[config.mk]
export PLATFORM = sky130hd
export DESIGN_NAME = first_fit_partition_allocator
export DESIGN_NICKNAME = d
export VERILOG_FILES = /design/src/rtl/ffpa_pkg.sv /design/src/rtl/first_fit_partition_allocator.sv /design/src/rtl/ffpa_datapath.sv /design/src/rtl/ffpa_ctrl.sv
export SDC_FILE = /design/constraint.sdc
export NUM_CORES = 1
export LEC_CHECK = 0
export BUFFER_PORTS_ARGS = -buffer_cell sky130_fd_sc_hd__buf_2
export CORE_ASPECT_RATIO = 1.25
export CORE_MARGIN = 1.5
export CORE_UTILIZATION = 50
export CTS_BUF_LIST = sky130_fd_sc_hd__clkbuf_4 sky130_fd_sc_hd__clkbuf_8 sky130_fd_sc_hd__clkbuf_16
export CTS_CLUSTER_DIAMETER = 100
export DETAILED_ROUTE_END_ITERATION = 6
export PLACE_DENSITY = 0.74
export SLEW_MARGIN = 5
export SYNTH_ARGS = -nofsm -noshare
export SYNTH_HDL_FRONTEND = slang
export SYNTH_SLANG_ARGS = --single-unit
[constraint.sdc]
create_clock -name clk -period 7.91 [get_ports clk]
set_input_delay 0.3955 -clock clk [delete_from_list [all_inputs] [get_ports clk]]
set_output_delay 0.3955 -clock clk [all_outputs]
set_load 0.005 [all_outputs]
[src/rtl/ffpa_pkg.sv]
// Shared types, constants and helper functions for the first-fit partition allocator.
// Used by ffpa_datapath, ffpa_ctrl and first_fit_partition_allocator.
// Depends on nothing else.
package ffpa_pkg;

  // Sizing of the managed memory and of the free-segment table
  localparam int MEMORY_WORDS    = 1024;
  localparam int PARTITION_WORDS = 64;
  localparam int TABLE_DEPTH     = 32;

  // Fixed field widths of the item and result ports
  localparam int ADDR_W   = 10;
  localparam int ASZ_W    = 11;
  localparam int STATUS_W = 2;

  // Partitions that are free after reset, capped at the table depth
  localparam int PARTS_RAW  = MEMORY_WORDS / PARTITION_WORDS;
  localparam int INIT_PARTS = (PARTS_RAW > TABLE_DEPTH) ? TABLE_DEPTH : PARTS_RAW;

  // Table index and entry count widths
  localparam int IDX_W = $clog2(TABLE_DEPTH);
  localparam int CNT_W = $clog2(TABLE_DEPTH + 1);

  // Segment length saturates at LEN_CAP
  localparam int LEN_CAP = 2 * MEMORY_WORDS - 1;
  localparam int LEN_W   = $clog2(2 * MEMORY_WORDS);

  // Largest segment end (start + length) that the update rules can produce
  localparam int ADDR_MAX = (2 ** ADDR_W) - 1;
  localparam int ASZ_MAX  = (2 ** ASZ_W) - 1;
  localparam int GROW_MAX = (LEN_CAP > ASZ_MAX) ? LEN_CAP : ASZ_MAX;
  localparam int END_RAW  = ADDR_MAX + GROW_MAX;
  localparam int END_MAX  = (MEMORY_WORDS > END_RAW) ? MEMORY_WORDS : END_RAW;
  localparam int START_W  = $clog2(END_MAX + 1);

  // Width that holds both a length and the block size
  localparam int OP_W = (LEN_W > ASZ_W) ? LEN_W : ASZ_W;

  // Operation codes of an item
  localparam logic FUNC_ALLOC = 1'b0;
  localparam logic FUNC_FREE  = 1'b1;

  // Result status codes
  typedef enum logic [STATUS_W-1:0] {
    ST_OK      = 2'd0,
    ST_NOSPACE = 2'd1,
    ST_FULL    = 2'd2
  } status_t;

  // One free-table entry
  typedef struct packed {
    logic [START_W-1:0] start;
    logic [LEN_W-1:0]   len;
  } entry_t;

  // Source of the data written into the table
  typedef enum logic [2:0] {
    W_SHIFT = 3'd0,  // entry just read, moved one place
    W_TRIM  = 3'd1,  // entry just read, front trimmed by one block
    W_PRED  = 3'd2,  // entry just read, grown at its end
    W_SUCC  = 3'd3,  // recorded successor, moved down and grown
    W_INS   = 3'd4   // new entry for the freed block
  } wsel_t;

  // Commands from the controller to the datapath
  typedef struct packed {
    logic             load_item;
    logic             rd_en;
    logic [IDX_W-1:0] rd_addr;
    logic             wr_en;
    logic [IDX_W-1:0] wr_addr;
    wsel_t            wr_sel;
    logic             cap_grant;
    logic             cap_succ;
  } cmd_t;

  // Status from the datapath to the controller
  typedef struct packed {
    logic             func;
    logic [IDX_W-1:0] rd_idx;
    logic             alloc_gt;
    logic             alloc_eq;
    logic             pred_hit;
    logic             succ_hit;
    logic             pos_hit;
  } sts_t;

  // Table contents right after reset
  function automatic entry_t init_entry(input logic [IDX_W-1:0] idx);
    entry_t e;
    e = '0;
    if (int'(idx) < INIT_PARTS) begin
      e.start = START_W'(int'(idx) * PARTITION_WORDS);
      e.len   = LEN_W'(PARTITION_WORDS);
    end
    return e;
  endfunction

  // Add one block to a length, saturating at LEN_CAP
  function automatic logic [LEN_W-1:0] grow(input logic [LEN_W-1:0] len,
                                            input logic [ASZ_W-1:0] asz);
    logic [OP_W:0] sum;
    sum = (OP_W + 1)'(len) + (OP_W + 1)'(asz);
    if (sum > (OP_W + 1)'(LEN_CAP)) begin
      return LEN_W'(LEN_CAP);
    end
    return LEN_W'(sum);
  endfunction

  // Length of a fresh entry, capped at LEN_CAP
  function automatic logic [LEN_W-1:0] cap_len(input logic [ASZ_W-1:0] asz);
    if (OP_W'(asz) > OP_W'(LEN_CAP)) begin
      return LEN_W'(LEN_CAP);
    end
    return LEN_W'(asz);
  endfunction

endpackage

[src/rtl/first_fit_partition_allocator.sv]
// Top level of the first-fit partition allocator: item and result channels,
// block size write port, output register. Depends on ffpa_pkg, ffpa_datapath
// and ffpa_ctrl.

// The block keeps an address-ordered table of free segments, reset to equal
// partitions, and serves one item at a time: an allocate takes a block of
// alloc_size words first-fit, a free returns one and merges or inserts it.
// Every item walks the table through its single read port, one entry per
// cycle. An allocate trims the first entry that is long enough, or removes
// an exact fit and moves the later entries down; a free merges the block
// with a neighbouring segment, finds the table full, or inserts it at the
// tail or at its position below the tail and moves the later entries up.
// An insert needs count below TABLE_DEPTH. While the output register stays
// stalled, a finished item waits in S_RESP. in_stall is low only while no
// item is in work;
// a result waits in the output register so the next item can start, and
// cfg_ready is always high, writes belong to idle periods.
module first_fit_partition_allocator import ffpa_pkg::*; (
  input  logic                clk,
  input  logic                rst_n,
  // Item channel
  input  logic                in_valid,
  output logic                in_stall,
  input  logic                in_func,
  input  logic [ADDR_W-1:0]   in_free_address,
  // Result channel
  output logic                out_valid,
  input  logic                out_stall,
  output logic [STATUS_W-1:0] out_status,
  output logic [ADDR_W-1:0]   out_granted_address,
  // Block size write port
  input  logic                cfg_valid,
  output logic                cfg_ready,
  input  logic [ASZ_W-1:0]    cfg_alloc_size
);

  cmd_t              cmd;
  sts_t              sts;
  logic              ctrl_idle;
  logic              ctrl_resp;
  status_t           ctrl_status;
  logic [ADDR_W-1:0] dp_granted;
  logic              out_free;
  logic              out_load;

  logic                out_valid_r;
  logic [STATUS_W-1:0] out_status_r;
  logic [ADDR_W-1:0]   out_granted_r;

  assign cfg_ready = 1'b1;
  assign in_stall  = !ctrl_idle;

  ffpa_datapath u_dp (
    .clk               (clk),
    .rst_n             (rst_n),
    .cfg_we            (cfg_valid && cfg_ready),
    .cfg_alloc_size    (cfg_alloc_size),
    .item_func         (in_func),
    .item_free_address (in_free_address),
    .cmd               (cmd),
    .sts               (sts),
    .granted_address   (dp_granted)
  );

  ffpa_ctrl u_ctrl (
    .clk      (clk),
    .rst_n    (rst_n),
    .in_valid (in_valid),
    .out_free (out_free),
    .sts      (sts),
    .cmd      (cmd),
    .idle     (ctrl_idle),
    .resp     (ctrl_resp),
    .status   (ctrl_status)
  );

  // Output register: load a finished result when the slot is empty or draining
  assign out_free = !out_valid_r || !out_stall;
  assign out_load = ctrl_resp && out_free;

  always_ff @(posedge clk) begin
    if (!rst_n) begin
      out_valid_r <= 1'b0;
    end else if (out_load) begin
      out_valid_r <= 1'b1;
    end else if (!out_stall) begin
      out_valid_r <= 1'b0;
    end
  end

  always_ff @(posedge clk) begin
    if (out_load) begin
      out_status_r  <= ctrl_status;
      out_granted_r <= dp_granted;
    end
  end

  assign out_valid           = out_valid_r;
  assign out_status          = out_status_r;
  assign out_granted_address = out_granted_r;

  // A table write never lands on the entry being read in the same cycle
  assert property (@(posedge clk) disable iff (!rst_n)
    cmd.wr_en && cmd.rd_en |-> cmd.wr_addr != cmd.rd_addr)
    else $error("table write and read collide on one entry");

  // A granted address is captured only while serving an allocate
  assert property (@(posedge clk) disable iff (!rst_n)
    cmd.cap_grant |-> sts.func == FUNC_ALLOC)
    else $error("granted address captured on a free");

  // Only a successful result carries a nonzero granted address
  assert property (@(posedge clk) disable iff (!rst_n)
    out_valid |-> (out_status == ST_OK) || (out_granted_address == '0))
    else $error("granted address nonzero on a failed result");

endmodule

[src/rtl/ffpa_datapath.sv]
// Datapath of the first-fit partition allocator: free-segment table, block size
// register, item registers, entry compare logic and granted address.
// Depends on ffpa_pkg.
module ffpa_datapath import ffpa_pkg::*; (
  input  logic              clk,
  input  logic              rst_n,
  input  logic              cfg_we,
  input  logic [ASZ_W-1:0]  cfg_alloc_size,
  input  logic              item_func,
  input  logic [ADDR_W-1:0] item_free_address,
  input  cmd_t              cmd,
  output sts_t              sts,
  output logic [ADDR_W-1:0] granted_address
);

  entry_t                 mem [TABLE_DEPTH];
  logic [TABLE_DEPTH-1:0] vld_r;
  entry_t                 rd_raw_r;
  logic                   rd_vld_r;
  logic [IDX_W-1:0]       rd_idx_r;
  logic [ASZ_W-1:0]       alloc_size_r;
  logic                   func_r;
  logic [ADDR_W-1:0]      addr_r;
  logic [LEN_W-1:0]       succ_len_r;
  logic [ADDR_W-1:0]      granted_r;

  entry_t             rdata;
  entry_t             wdata;
  logic [START_W-1:0] addr_ext;
  logic [START_W-1:0] asz_ext;
  logic [START_W-1:0] seg_end;
  logic [START_W-1:0] blk_end;

  // Table storage: one write and one registered read per cycle
  always_ff @(posedge clk) begin
    if (cmd.wr_en) begin
      mem[cmd.wr_addr] <= wdata;
    end
    if (cmd.rd_en) begin
      rd_raw_r <= mem[cmd.rd_addr];
    end
  end

  // Track written entries; an unwritten entry reads as its reset value
  always_ff @(posedge clk) begin
    if (!rst_n) begin
      vld_r    <= '0;
      rd_vld_r <= 1'b0;
      rd_idx_r <= '0;
    end else begin
      if (cmd.wr_en) begin
        vld_r[cmd.wr_addr] <= 1'b1;
      end
      if (cmd.rd_en) begin
        rd_vld_r <= vld_r[cmd.rd_addr];
        rd_idx_r <= cmd.rd_addr;
      end
    end
  end

  assign rdata = rd_vld_r ? rd_raw_r : init_entry(rd_idx_r);

  // Block size register
  always_ff @(posedge clk) begin
    if (!rst_n) begin
      alloc_size_r <= ASZ_W'(32);
    end else if (cfg_we) begin
      alloc_size_r <= cfg_alloc_size;
    end
  end

  // Hold the item, the recorded successor length and the granted address
  always_ff @(posedge clk) begin
    if (cmd.load_item) begin
      func_r    <= item_func;
      addr_r    <= item_free_address;
      granted_r <= '0;
    end else if (cmd.cap_grant) begin
      granted_r <= rdata.start[ADDR_W-1:0];
    end
    if (cmd.cap_succ) begin
      succ_len_r <= rdata.len;
    end
  end

  // Compare the entry just read against the item
  assign addr_ext = START_W'(addr_r);
  assign asz_ext  = START_W'(alloc_size_r);
  assign seg_end  = rdata.start + START_W'(rdata.len);
  assign blk_end  = addr_ext + asz_ext;

  always_comb begin
    sts          = '0;
    sts.func     = func_r;
    sts.rd_idx   = rd_idx_r;
    sts.alloc_gt = OP_W'(rdata.len) > OP_W'(alloc_size_r);
    sts.alloc_eq = OP_W'(rdata.len) == OP_W'(alloc_size_r);
    sts.pred_hit = (addr_ext > rdata.start) && (seg_end == addr_ext);
    sts.succ_hit = (addr_ext < rdata.start) && (blk_end == rdata.start);
    sts.pos_hit  = rdata.start >= addr_ext;
  end

  // Select write data
  always_comb begin
    wdata = rdata;
    unique case (cmd.wr_sel)
      W_SHIFT: wdata = rdata;
      W_TRIM: begin
        wdata.start = rdata.start + asz_ext;
        wdata.len   = rdata.len - LEN_W'(alloc_size_r);
      end
      W_PRED: begin
        wdata.start = rdata.start;
        wdata.len   = grow(rdata.len, alloc_size_r);
      end
      W_SUCC: begin
        wdata.start = addr_ext;
        wdata.len   = grow(succ_len_r, alloc_size_r);
      end
      W_INS: begin
        wdata.start = addr_ext;
        wdata.len   = cap_len(alloc_size_r);
      end
      default: wdata = rdata;
    endcase
  end

  assign granted_address = granted_r;

endmodule

[src/rtl/ffpa_ctrl.sv]
// Controller of the first-fit partition allocator: scans the table, shifts
// entries on erase and insert, keeps the entry count and the result status.
// Depends on ffpa_pkg.
module ffpa_ctrl import ffpa_pkg::*; (
  input  logic    clk,
  input  logic    rst_n,
  input  logic    in_valid,
  input  logic    out_free,
  input  sts_t    sts,
  output cmd_t    cmd,
  output logic    idle,
  output logic    resp,
  output status_t status
);

  typedef enum logic [4:0] {
    S_IDLE   = 5'b00001,
    S_SCAN   = 5'b00010,
    S_ERASE  = 5'b00100,
    S_INSERT = 5'b01000,
    S_RESP   = 5'b10000
  } state_t;

  state_t           state_r, state_nxt;
  logic [CNT_W-1:0] idx_r, idx_nxt;
  logic             pv_r, pv_nxt;
  logic [CNT_W-1:0] count_r, count_nxt;
  logic [CNT_W-1:0] pos_r, pos_nxt;
  logic             pos_found_r, pos_found_nxt;
  logic             succ_found_r, succ_found_nxt;
  logic [IDX_W-1:0] succ_idx_r, succ_idx_nxt;
  status_t          status_r, status_nxt;

  logic [CNT_W-1:0] idx_dec;
  logic [IDX_W-1:0] j;
  logic             scan_issue;
  logic             erase_issue;
  logic             ins_issue;

  assign idx_dec     = idx_r - 1'b1;
  assign j           = sts.rd_idx;
  assign scan_issue  = idx_r < count_r;
  assign erase_issue = idx_r < count_r;
  assign ins_issue   = idx_r > pos_r;

  always_comb begin
    state_nxt      = state_r;
    idx_nxt        = idx_r;
    pv_nxt         = pv_r;
    count_nxt      = count_r;
    pos_nxt        = pos_r;
    pos_found_nxt  = pos_found_r;
    succ_found_nxt = succ_found_r;
    succ_idx_nxt   = succ_idx_r;
    status_nxt     = status_r;
    cmd            = '0;
    cmd.rd_addr    = idx_r[IDX_W-1:0];
    cmd.wr_sel     = W_SHIFT;

    unique case (state_r)
      // Take an item and start the scan at entry zero
      S_IDLE: begin
        if (in_valid) begin
          cmd.load_item  = 1'b1;
          idx_nxt        = '0;
          pv_nxt         = 1'b0;
          pos_found_nxt  = 1'b0;
          succ_found_nxt = 1'b0;
          state_nxt      = S_SCAN;
        end
      end

      // Read one entry a cycle and judge the one read the cycle before
      S_SCAN: begin
        cmd.rd_en = scan_issue;
        if (pv_r && sts.func == FUNC_ALLOC && sts.alloc_gt) begin
          cmd.wr_en     = 1'b1;
          cmd.wr_addr   = j;
          cmd.wr_sel    = W_TRIM;
          cmd.cap_grant = 1'b1;
          status_nxt    = ST_OK;
          state_nxt     = S_RESP;
        end else if (pv_r && sts.func == FUNC_ALLOC && sts.alloc_eq) begin
          cmd.cap_grant = 1'b1;
          idx_nxt       = CNT_W'(j) + CNT_W'(1);
          pv_nxt        = 1'b0;
          state_nxt     = S_ERASE;
        end else if (pv_r && sts.func == FUNC_FREE && sts.pred_hit) begin
          cmd.wr_en   = 1'b1;
          cmd.wr_addr = j;
          cmd.wr_sel  = W_PRED;
          status_nxt  = ST_OK;
          state_nxt   = S_RESP;
        end else begin
          // Record the first successor and the first insert position
          if (pv_r && sts.func == FUNC_FREE) begin
            if (sts.succ_hit && !succ_found_r) begin
              succ_found_nxt = 1'b1;
              succ_idx_nxt   = j;
              cmd.cap_succ   = 1'b1;
            end
            if (sts.pos_hit && !pos_found_r) begin
              pos_found_nxt = 1'b1;
              pos_nxt       = CNT_W'(j);
            end
          end
          if (scan_issue) begin
            idx_nxt = idx_r + 1'b1;
            pv_nxt  = 1'b1;
          end else begin
            pv_nxt = 1'b0;
          end
          // Whole table seen: decide the outcome
          if (!scan_issue && !pv_r) begin
            if (sts.func == FUNC_ALLOC) begin
              status_nxt = ST_NOSPACE;
              state_nxt  = S_RESP;
            end else if (succ_found_r) begin
              cmd.wr_en   = 1'b1;
              cmd.wr_addr = succ_idx_r;
              cmd.wr_sel  = W_SUCC;
              status_nxt  = ST_OK;
              state_nxt   = S_RESP;
            end else if (count_r == CNT_W'(TABLE_DEPTH)) begin
              status_nxt = ST_FULL;
              state_nxt  = S_RESP;
            end else begin
              pos_nxt   = pos_found_r ? pos_r : count_r;
              idx_nxt   = count_r;
              state_nxt = S_INSERT;
            end
          end
        end
      end

      // Move the entries after an exact fit down by one place
      S_ERASE: begin
        cmd.rd_en = erase_issue;
        if (pv_r) begin
          cmd.wr_en   = 1'b1;
          cmd.wr_addr = j - IDX_W'(1);
          cmd.wr_sel  = W_SHIFT;
        end
        if (erase_issue) begin
          idx_nxt = idx_r + 1'b1;
          pv_nxt  = 1'b1;
        end else begin
          pv_nxt = 1'b0;
        end
        if (!erase_issue && !pv_r) begin
          count_nxt  = count_r - 1'b1;
          status_nxt = ST_OK;
          state_nxt  = S_RESP;
        end
      end

      // Move the entries from the insert position up by one, then write the block
      S_INSERT: begin
        cmd.rd_en   = ins_issue;
        cmd.rd_addr = idx_dec[IDX_W-1:0];
        if (pv_r) begin
          cmd.wr_en   = 1'b1;
          cmd.wr_addr = j + IDX_W'(1);
          cmd.wr_sel  = W_SHIFT;
        end
        if (ins_issue) begin
          idx_nxt = idx_dec;
          pv_nxt  = 1'b1;
        end else begin
          pv_nxt = 1'b0;
        end
        if (!ins_issue && !pv_r) begin
          cmd.wr_en   = 1'b1;
          cmd.wr_addr = pos_r[IDX_W-1:0];
          cmd.wr_sel  = W_INS;
          count_nxt   = count_r + 1'b1;
          status_nxt  = ST_OK;
          state_nxt   = S_RESP;
        end
      end

      // Hand the result over once the output register can take it
      S_RESP: begin
        if (out_free) begin
          state_nxt = S_IDLE;
        end
      end

      default: state_nxt = S_IDLE;
    endcase
  end

  always_ff @(posedge clk) begin
    if (!rst_n) begin
      state_r      <= S_IDLE;
      idx_r        <= '0;
      pv_r         <= 1'b0;
      count_r      <= CNT_W'(INIT_PARTS);
      pos_r        <= '0;
      pos_found_r  <= 1'b0;
      succ_found_r <= 1'b0;
      succ_idx_r   <= '0;
      status_r     <= ST_OK;
    end else begin
      state_r      <= state_nxt;
      idx_r        <= idx_nxt;
      pv_r         <= pv_nxt;
      count_r      <= count_nxt;
      pos_r        <= pos_nxt;
      pos_found_r  <= pos_found_nxt;
      succ_found_r <= succ_found_nxt;
      succ_idx_r   <= succ_idx_nxt;
      status_r     <= status_nxt;
    end
  end

  assign idle   = state_r == S_IDLE;
  assign resp   = state_r == S_RESP;
  assign status = status_r;

endmodule

# [After elaboration in Yosys (flattened, before gate mapping)]
# Memory sizes are Yosys's and may differ from the RTL's. A register that Yosys moved wholly into a read port is not among the register bits.
# Cells that the tools add are included.
[op_classes] bitwise_logic=5 reduce_logical=36 addsub=13 n_eq_ne=31 order_cmp=13 muxes=106
[op_table] op="6-bit 2-to-1 mux" count=19
[op_table] op="23-bit case mux with 4 select lines" count=1
[op_table] op="9-bit 2-to-1 mux" count=8
[op_table] op="11-bit 2-to-1 mux" count=6
[op_table] op="5-bit 2-to-1 mux" count=12
[op_table] op="1-bit 2-to-1 mux" count=36
[op_table] op="32-bit OR" count=1
[op_table] op="9-bit case mux with 3 select lines" count=1
[op_table] op="5-bit case mux with 5 select lines" count=1
[op_table] op="11-bit by 11-bit adder with 12-bit output" count=2
[op_table] op="12-bit by 11-bit adder with 12-bit output" count=2
[op_table] op="12-bit by 11-bit greater-than comparator with 1-bit output, second input constant" count=2
[op_table] op="6-bit case mux with 4 select lines" count=1
[op_table] op="23-bit 2-to-1 mux" count=1
[op_table] op="22-bit 2-to-1 mux" count=1
[op_table] op="2-bit 2-to-1 mux" count=10
[op_table] op="2-bit by 1-bit inequality test with 1-bit output, second input constant" count=8
[op_table] op="5-bit AND reduction" count=3
[op_table] op="7-bit AND reduction" count=2
[op_table] op="1-bit logical AND" count=13
[op_table] op="10-bit by 11-bit adder with 12-bit output" count=1
[op_table] op="6-bit by 1-bit adder with 6-bit output, second input constant" count=2
[op_table] op="12-bit by 10-bit == test with 1-bit output" count=1
[op_table] op="12-bit == test" count=1
[op_table] op="48 further kinds" count=69
[totals] memories=1 wordCells=225 output_inout_bits=15 ram_bits=736 register_bits=127 input_bits=27
[mem_list] memory="u_dp.mem" words=32 width=23 rd=1 rd_clocked_by_memory_dff=1 wr=1 line_no="ffpa_datapath.sv:16" source="entry_t mem [TABLE_DEPTH];"

# [Logic depth before layout (Yosys ltp)]
# Gate-level depths: netlist (run 1).
[logic_depth] ltp_word=16 ltp_mapped=20 mapped_depth_nobuf=14

# [By module]
# Synthesis (run 1) repeated with hierarchy kept, for this count alone.
[hier_totals] cells_unflattened=2430 hier_area_um2=39679.3
[modules_own_cells] mod="ffpa_datapath" seq_area_each_um2=24633.6 n_inst=1 area_per_inst_um2=36188.5 cells_each=1993
[modules_own_cells] mod="ffpa_ctrl" seq_area_each_um2=660.6 n_inst=1 area_per_inst_um2=3074.2 cells_each=417
[modules_own_cells] mod="first_fit_partition_allocator" seq_area_each_um2=380.4 n_inst=1 area_per_inst_um2=416.6 cells_each=20

# [Worst setup path after synthesis (run 1)]
# OpenSTA, ideal clock, no wires.
[synth_timing] kind="register to register" from="register u_dp.rd_vld_r" to="memory u_dp.mem[8][0] (netlist name) (enable)" path_stages_with_launch=20 synth_period_minus_slack_ns=5.622 arrival_time_ns=5.220 slack_ns=2.288 setup_ns=0.403 path_buffers=7 t_required_ns=7.507 path_cell_list="dfxtp_1 -> buf_2 -> buf_2 -> buf_2 -> clkbuf_1 -> clkbuf_1 -> and2_1 -> ha_1 -> clkbuf_1 -> nand2_1 -> nor2_1 -> a211oi_1 -> o31ai_4 -> a41o_1 -> and2_4 -> nor4b_2 -> a21oi_2 -> or4_1 -> buf_4 -> nor2_1"
[synth_rtl] element="start, declared" line_no="ffpa_datapath.sv:19" source="logic rd_vld_r;"
[synth_rtl] element="start signal, assigned" line_no="ffpa_datapath.sv:55" source="rd_vld_r <= vld_r[cmd.rd_addr];"
[synth_rtl] element="end, declared" line_no="ffpa_datapath.sv:16"

==> results_dict.tcl, run 1 <==
set metrics [dict create \
    cts.path.max_buffers 3 \
    root_buffer "clkbuf_16" \
    die_y_um 316 \
    initial_core_util_pct 50.6 \
    clkPwrFrac_pct 34.1 \
    status "completed" \
    ys_warn_count 0 \
    cts_buffers 86 \
    power_density_mw_per_mm2 275 \
    critPathMaxFanout 25 \
    worst-setup-path-type "reg2reg" \
    ys_ff_latch 886 \
    wl_per_cell_um 28.0 \
    place.gp.congestion 0.928 \
    max_freq_mhz 153 \
    syn_area_sq_mm 0.0391 \
    worst_pin_slew_ns 1.31 \
    arrival_ns 6.87 \
    yosysSeqAreaShare_pct 65.7 \
    first_global_vias 22700 \
    io_buffers 40 \
    mostFrequentLayoutCell "edfxtp_1" \
    cp-start-kind "flip-flop" \
    power_switching_mw 3.38 \
    cts.sinks 886 \
    firstDrtPassIters 7 \
    clock_latency_ns 0.65 \
    grt.total_usage_pct 25.5 \
    io_pins 42 \
    grt_antenna_before_repair 5 \
    grt_max_degree 70 \
    slew_headroom_pct 12.2 \
    p_int_mw 8.72 \
    drc 0 \
    synth_cell_types 86 \
    ys.flop_type "edfxtp_1" \
    hold_viol_final 0 \
    grt_pass1_wl_mm 148 \
    final_nets 2590 \
    syn_avg_cell_area_sq_um 16.5 \
    slew_viol_final 0 \
    die_x_um 253 \
    p_seq_share_pct 45.1 \
    finalSetupTns_ns 0 \
    hold_path_class "in2reg" \
    drtIter0Drc 2519 \
    area_growth_syn_to_layout_pct 12.6 \
    synthCells 2369 \
    design.core.area_sq_mm 0.0773 \
    combPwrFrac_pct 20.8 \
    reg2reg_depth 15 \
    synth-edff-count 793 \
    fillers 5767 \
    power_mw 12.1 \
    path_cells "nor2_1 > a22oi_1 > inv_1 > ha_1 > xnor2_1 > a41oi_1 > a21boi_0 > nor4_1 > nand4b_1 > a2111oi_4 > nand3_1 > nand3_1 > nand3_1 > nor2_2 > buf_4" \
    multi_input_area_sq_mm 0.0130 \
    critPathMostFrequentCell "nand3_1" \
    async_flop_share_pct 0 \
    cp.required_ns 8.24 \
    drt-total-wl_mm 100 \
    p_leak_nw 14.8 \
    switching_share_pct 27.9 \
    grt_remaining_overflow 0 \
    setup_violations 0 \
    rsz0062_at_grt "no" \
    min_period_ns 6.54 \
    skew_ns 0.0327 \
    h-tree-depth 3 \
    cpPeakStageDelay_ns 0.82 \
    cts_tree "yes" \
    post-route-period-util_pct 82.7 \
    hold_depth 3 \
    ant_nets 0 \
    peakVddDrop_uv 259 \
    viasPerCell 6.27 \
    num_rows 114 \
    clkTransAtPathRegs_ns 0.06 \
    critPathSlowestCell "dfxtp_1" \
    seq_area_sq_mm 0.0257 \
    vias 22500 \
    place_hpwl_mm 63.0 \
    crit_path_end_kind "flip-flop" \
    layout_common_cells "edfxtp_1, mux4_2, nand2_1" \
    syn_nets 2493 \
    maxCapViolCount 0 \
    die_area_sq_mm 0.0799 \
    drive_gt1_share_pct 23.6 \
]
[stage by stage]
step	setup WS (ns)	hold WS (ns)	instances	cell area [sq um]	util, %
after floorplan	2.29	0.408	2369	39100	-
after global placement	1.29	0.415	3401	40900	53.0
after detailed placement	1.10	0.416	3401	41000	53.0
after CTS	1.07	0.00540	3582	44000	56.9
after global routing	0.815	0.0501	3582	44000	56.9
final	1.37	0.0405	3583	44000	57.0
[cells in the mapped netlist (5+ instances only)]
| library cell | n | area [sq um] |
|---|---|---|
| a2111oi_0 | 5 | 43.8 |
| a211oi_1 | 19 | 143 |
| a21boi_0 | 7 | 52.6 |
| a21o_1 | 24 | 180 |
| a21oi_1 | 83 | 415 |
| a22o_1 | 5 | 43.8 |
| a22oi_1 | 23 | 173 |
| a31oi_1 | 5 | 31.3 |
| a41oi_1 | 5 | 43.8 |
| and2_1 | 19 | 119 |
| and3_1 | 13 | 81.3 |
| and4_1 | 6 | 52.6 |
| buf_1 | 9 | 33.8 |
| buf_2 | 13 | 65.1 |
| clkbuf_1 | 90 | 338 |
| dfxtp_1 | 93 | 1860 |
| edfxtp_1 | 793 | 23800 |
| ha_1 | 93 | 1160 |
| inv_1 | 68 | 255 |
| mux2_2 | 24 | 270 |
| mux2i_1 | 26 | 260 |
| mux4_2 | 240 | 5410 |
| nand2_1 | 124 | 465 |
| nand2b_1 | 15 | 93.8 |
| nand3_1 | 28 | 140 |
| nand3b_1 | 7 | 52.6 |
| nand4_1 | 14 | 87.6 |
| nor2_1 | 131 | 492 |
| nor2b_1 | 6 | 37.5 |
| nor3_1 | 25 | 125 |
| nor4_1 | 6 | 37.5 |
| o211ai_1 | 11 | 82.6 |
| o21a_1 | 13 | 97.6 |
| o21ai_0 | 93 | 465 |
| o21ai_1 | 5 | 25.0 |
| o21bai_1 | 11 | 82.6 |
| o221ai_1 | 8 | 70.1 |
| o22ai_1 | 11 | 68.8 |
| o31a_1 | 5 | 43.8 |
| o31ai_1 | 8 | 60.1 |
| or2_2 | 8 | 50.1 |
| or3_1 | 6 | 37.5 |
| xnor2_1 | 53 | 464 |
| xor2_1 | 31 | 272 |
[registers in the layout, summed over array words and instances (netlist names), 6 cells and up]
name,count
u_ctrl.pos_r,6
u_ctrl.idx_r,6
out_granted_address,10
u_dp.granted_address,10
u_dp.alloc_size_r,11
u_dp.vld_r,32
u_ctrl.count_r,6
u_dp.rd_raw_r,23
u_dp.succ_len_r,11
u_dp.addr_r,10
u_dp.mem,736
[layout make-up]
class / instances / share of cell area, %
Multi-Input combinational cell: 1298 / 29.5
Clock inverter: 48 / 1.01
Tap cell: 1044 / 2.97
Clock buffer: 112 / 5.45
Timing Repair Buffer: 126 / 2.15
Sequential cell: 886 / 58.3
Antenna cell: 1 / 0.00568
Inverter: 68 / 0.580
[metal layers]
layer | vias to the layer above | global-route usage [%] | wire, um
met5 | - | 0 | 11
met3 | 224 | 4.04 | 7300
met4 | 2 | 11.4 | 4320
met2 | 1084 | 43.8 | 51000
met1 | 11500 | 32.1 | 37600
li1 | 9666 | - | -
[worst max-delay path: cells and delay by family, from the launching register on]
family / cells / cell delay (ns)
AO/OA/AOI/OAI: 4 / 1.52
XOR/XNOR: 1 / 0.16
adder cells (fa/ha/maj): 1 / 0.39
buffers and inverters: 2 / 0.57
flip-flops: 1 / 0.82
AND/OR/NAND/NOR: 7 / 2.73
[cells by family after synthesis]
kind of cell	Yosys count	share of synthesized area (%)
flops	886	65.7
xor+xnor	84	1.88
mux	290	15.2
fa+ha+maj	99	3.23
other cells	1	0.00959
compound gates	393	6.83
buf+inv	185	1.89
simple gates	431	5.30
[power by group through the flow]
stage | combinational (mW) | clock [mW] | sequential (mW)
after global routing | 2.68 | 4.35 | 5.46
after global placement | 2.44 | 0 | 5.55
final | 2.52 | 4.13 | 5.45
after detailed placement | 2.48 | 0 | 5.55
after floorplan | 1.73 | 0 | 5.47
after CTS | 2.52 | 4.19 | 5.45
[final timing paths]
| kind | startpoint | end | slack (ns) |
|---|---|---|---|
| min reg2reg | u_dp.granted_address[0] | out_granted_address[0] | 0.43 |
| max | u_dp.rd_vld_r | u_dp.mem[12][13] | 1.37 |
| max reg2reg | u_dp.rd_vld_r | u_dp.mem[12][13] | 1.37 |
| min | cfg_alloc_size[1] | u_dp.alloc_size_r[1] | 0.04 |
[what timing repair did]
item	in CTS	in global routing
setup endpoints to repair	0	0
hold buffers	21	0
gates resized for setup	0	0
buffers inserted	0	0
endpoints found under the hold margin	21	0
Note: power is estimated with default switching activity, not from simulation.
==> inputs of run 2 (changes only) <==
- ABC_AREA: not set -> 1
- PLACE_DENSITY: 0.74 -> 0.77
- clock period: 7.91 -> 5.3 ns (I/O delays scaled with it)
==> run 2 against run 1 <==
Against the previous run: clock power grew 56%; sequential power grew 49%; synthesized area grew 3.6%; final cell count grew 45%; die area grew 3.6%.
==> results_dict.tcl, run 2 <==
set metrics [dict create \
    reg2reg_depth 19 \
    grt_max_degree 196 \
    io_buffers 40 \
    fillers 6533 \
    die_area_sq_mm 0.0827 \
    dpl_cell_area_sq_mm 0.0425 \
    slew_viol_final 0 \
    grt_antenna_before_repair 1 \
    mostFrequentLayoutCell "nand2_1" \
    diodes 0 \
    clkTransAtPathRegs_ns 0.06 \
    worstSetupEndpoint "u_dp.mem[20][21]" \
    wl_per_cell_um 21.4 \
    grt_remaining_overflow 0 \
    syn_area_sq_mm 0.0405 \
    reg_top3 "u_dp.mem x736, u_dp.vld_r x32, u_dp.rd_raw_r x23" \
    layout_setup_ws_ns 0.435 \
    drc 0 \
    synth_top_area_share_pct 58.8 \
    root_buffer "clkbuf_16" \
    cp-start-kind "flip-flop" \
    timing.rr.start "u_dp.rd_vld_r" \
    critPathMaxFanout 23 \
    final_nets 4193 \
    post-route-period-util_pct 91.8 \
    yosysSeqAreaShare_pct 63.4 \
    r2r_slack_ns 0.44 \
    io_pins 42 \
    cts_buffers 89 \
    synth_cell_types 50 \
    worst_pin_slew_ns 1.25 \
    max_freq_mhz 206 \
    post-place-ws_ns 0.364 \
    met2_length_mm 54.4 \
    met1_length_mm 41.6 \
    ys_ff_latch 886 \
    maxCapViolCount 0 \
    p_leak_nw 17.7 \
    largest_register_ffs 736 \
    rsz0062_at_grt "no" \
    top_layer "met5" \
    yosysMostFrequentCell "nand2_1" \
    drtIter0Drc 3796 \
    synthCells 4004 \
    async_flop_share_pct 0 \
    finalSetupTns_ns 0 \
    status "completed" \
    power_density_mw_per_mm2 371 \
    ys_top_cells_by_area "edfxtp_1, nand2_1, nand3_1" \
    die_x_um 258 \
    drive_gt1_share_pct 9.37 \
    initial_core_util_pct 50.6 \
    num_rows 116 \
    largest_register "u_dp.mem" \
    route.met3.wl_mm 9.69 \
    crit_path_end_kind "flip-flop" \
    first_global_vias 29400 \
    setup_violations 0 \
    grt_pass1_wl_mm 170 \
    vias 30700 \
    hold_viol_final 0 \
    place_hpwl_mm 69.3 \
    post-cts-setup-buffer-count 0 \
    viasPerCell 5.90 \
    cts.sinks 886 \
    cp.required_ns 5.58 \
    syn_avg_cell_area_sq_um 10.1 \
    r2r-end "u_dp.mem[20][21]" \
    firstDrtPassIters 6 \
    synth-edff-count 793 \
    worst-setup-path-type "reg2reg" \
    h-tree-depth 3 \
    grt.total_usage_pct 26.7 \
    startpoint "u_dp.rd_vld_r" \
    final_cell_area_sq_mm 0.0458 \
    hold_start "cfg_valid" \
    layout_common_cells "nand2_1, nand3_1, edfxtp_1" \
    min_period_ns 4.86 \
    ys_warn_count 0 \
    syn_nets 4128 \
    ys_top_cells_by_count "nand2_1, nand3_1, edfxtp_1" \
    cts.path.max_buffers 3 \
    skew_ns 0.0347 \
    die_y_um 321 \
    drt-total-wl_mm 111 \
    slew_headroom_pct 16.9 \
    synth_area_leader_cell "edfxtp_1" \
    area_growth_syn_to_layout_pct 13.0 \
    design.core.area_sq_mm 0.0801 \
    ys.flop_type "edfxtp_1" \
    cts_tree "yes" \
    peakVddDrop_uv 284 \
    place.gp.congestion 0.990 \
    clock_latency_ns 0.67 \
    arrival_ns 5.14 \
    hold_path_class "in2reg" \
    ant_nets 0 \
]
run 2: cell types whose count changed after synthesis, sizes merged, moves of 82 or more:
cell / delta
nand3: +780
a21oi: +82
inv: +179
clkbuf: +86
nand2: +992
mux4: -240
run 2: cells by family after synthesis:
logic type,synth area share [%]
buffers and inverters,4.23
other,0.00926
flip-flops,63.4
AND/OR/NAND/NOR,23.1
XOR/XNOR,1.19
AO/OA/AOI/OAI,4.99
adder cells (fa/ha/maj),3.07
run 2: how the worst min path moves through the flow:
stage	end	slack (ns)	depth (start not counted)
2_1_floorplan	u_dp.addr_r[0]	0.36	0
3_3_place_gp	out_status[0]	0.42	0
3_5_place_dp	out_granted_address[9]	0.42	0
4_1_cts	u_dp.alloc_size_r[8]	0.009	3
5_1_grt	u_dp.alloc_size_r[8]	0.06	3
6_report	u_dp.alloc_size_r[8]	0.04	3
run 2: final cells by class:
type / instances / area, sq um / area share (%)
clock buffers: 116 / 2570 / 5.60
clock inverters: 49 / 442 / 0.965
inverters: 250 / 953 / 2.08
multi-input cells: 2670 / 13400 / 29.2
flip-flops and latches: 886 / 25700 / 56.1
well taps: 1062 / 1330 / 2.90
repair buffers: 172 / 1450 / 3.16
run 2: where the power goes:
part / switching [mW] / internal (mW)
logic: 1.72 / 0.684
clock network: 2.66 / 3.77
registers: 0.142 / 7.99
run 2: layer usage:
metal  vias up  track usage [%]
met3       365             3.94
li1      14100                -
met1     14600             33.6
met2      1670             45.0
met5         -                0
met4         2             13.5
run 2: repair_timing:
item,4_1_cts,5_1_grt
hold endpoints to repair,27,0
endpoints found under the setup margin,0,143
resized for setup,0,2
hold buffers,32,0
run 2: critical path, stage by stage (launching register included):
cell	delay, ns
dfxtp_1	0.39
buf_4	0.24
nand2_1	0.07
a21boi_1	0.45
inv_1	0.21
ha_1	0.34
a21oi_1	0.20
nor2_1	0.06
a211oi_1	0.24
nand2_1	0.10
nand2_1	0.06
nand2_1	0.09
nor2_1	0.11
nand3_1	0.27
nand2_1	0.19
nand3_1	0.10
nand2_1	0.27
nand3_1	0.41
nor2_4	0.22
buf_4	0.43
run 2: through the flow:
step	power, mW	instances	hold slack, ns	util, %
after floorplan	9.77	4004	0.364	-
after detailed placement	10.6	5008	0.418	53.0
after CTS	17.0	5205	0.00850	57.2
after global placement	10.6	5008	0.415	53.0
after global routing	17.5	5205	0.0591	57.2
final	17.0	5205	0.0359	57.2
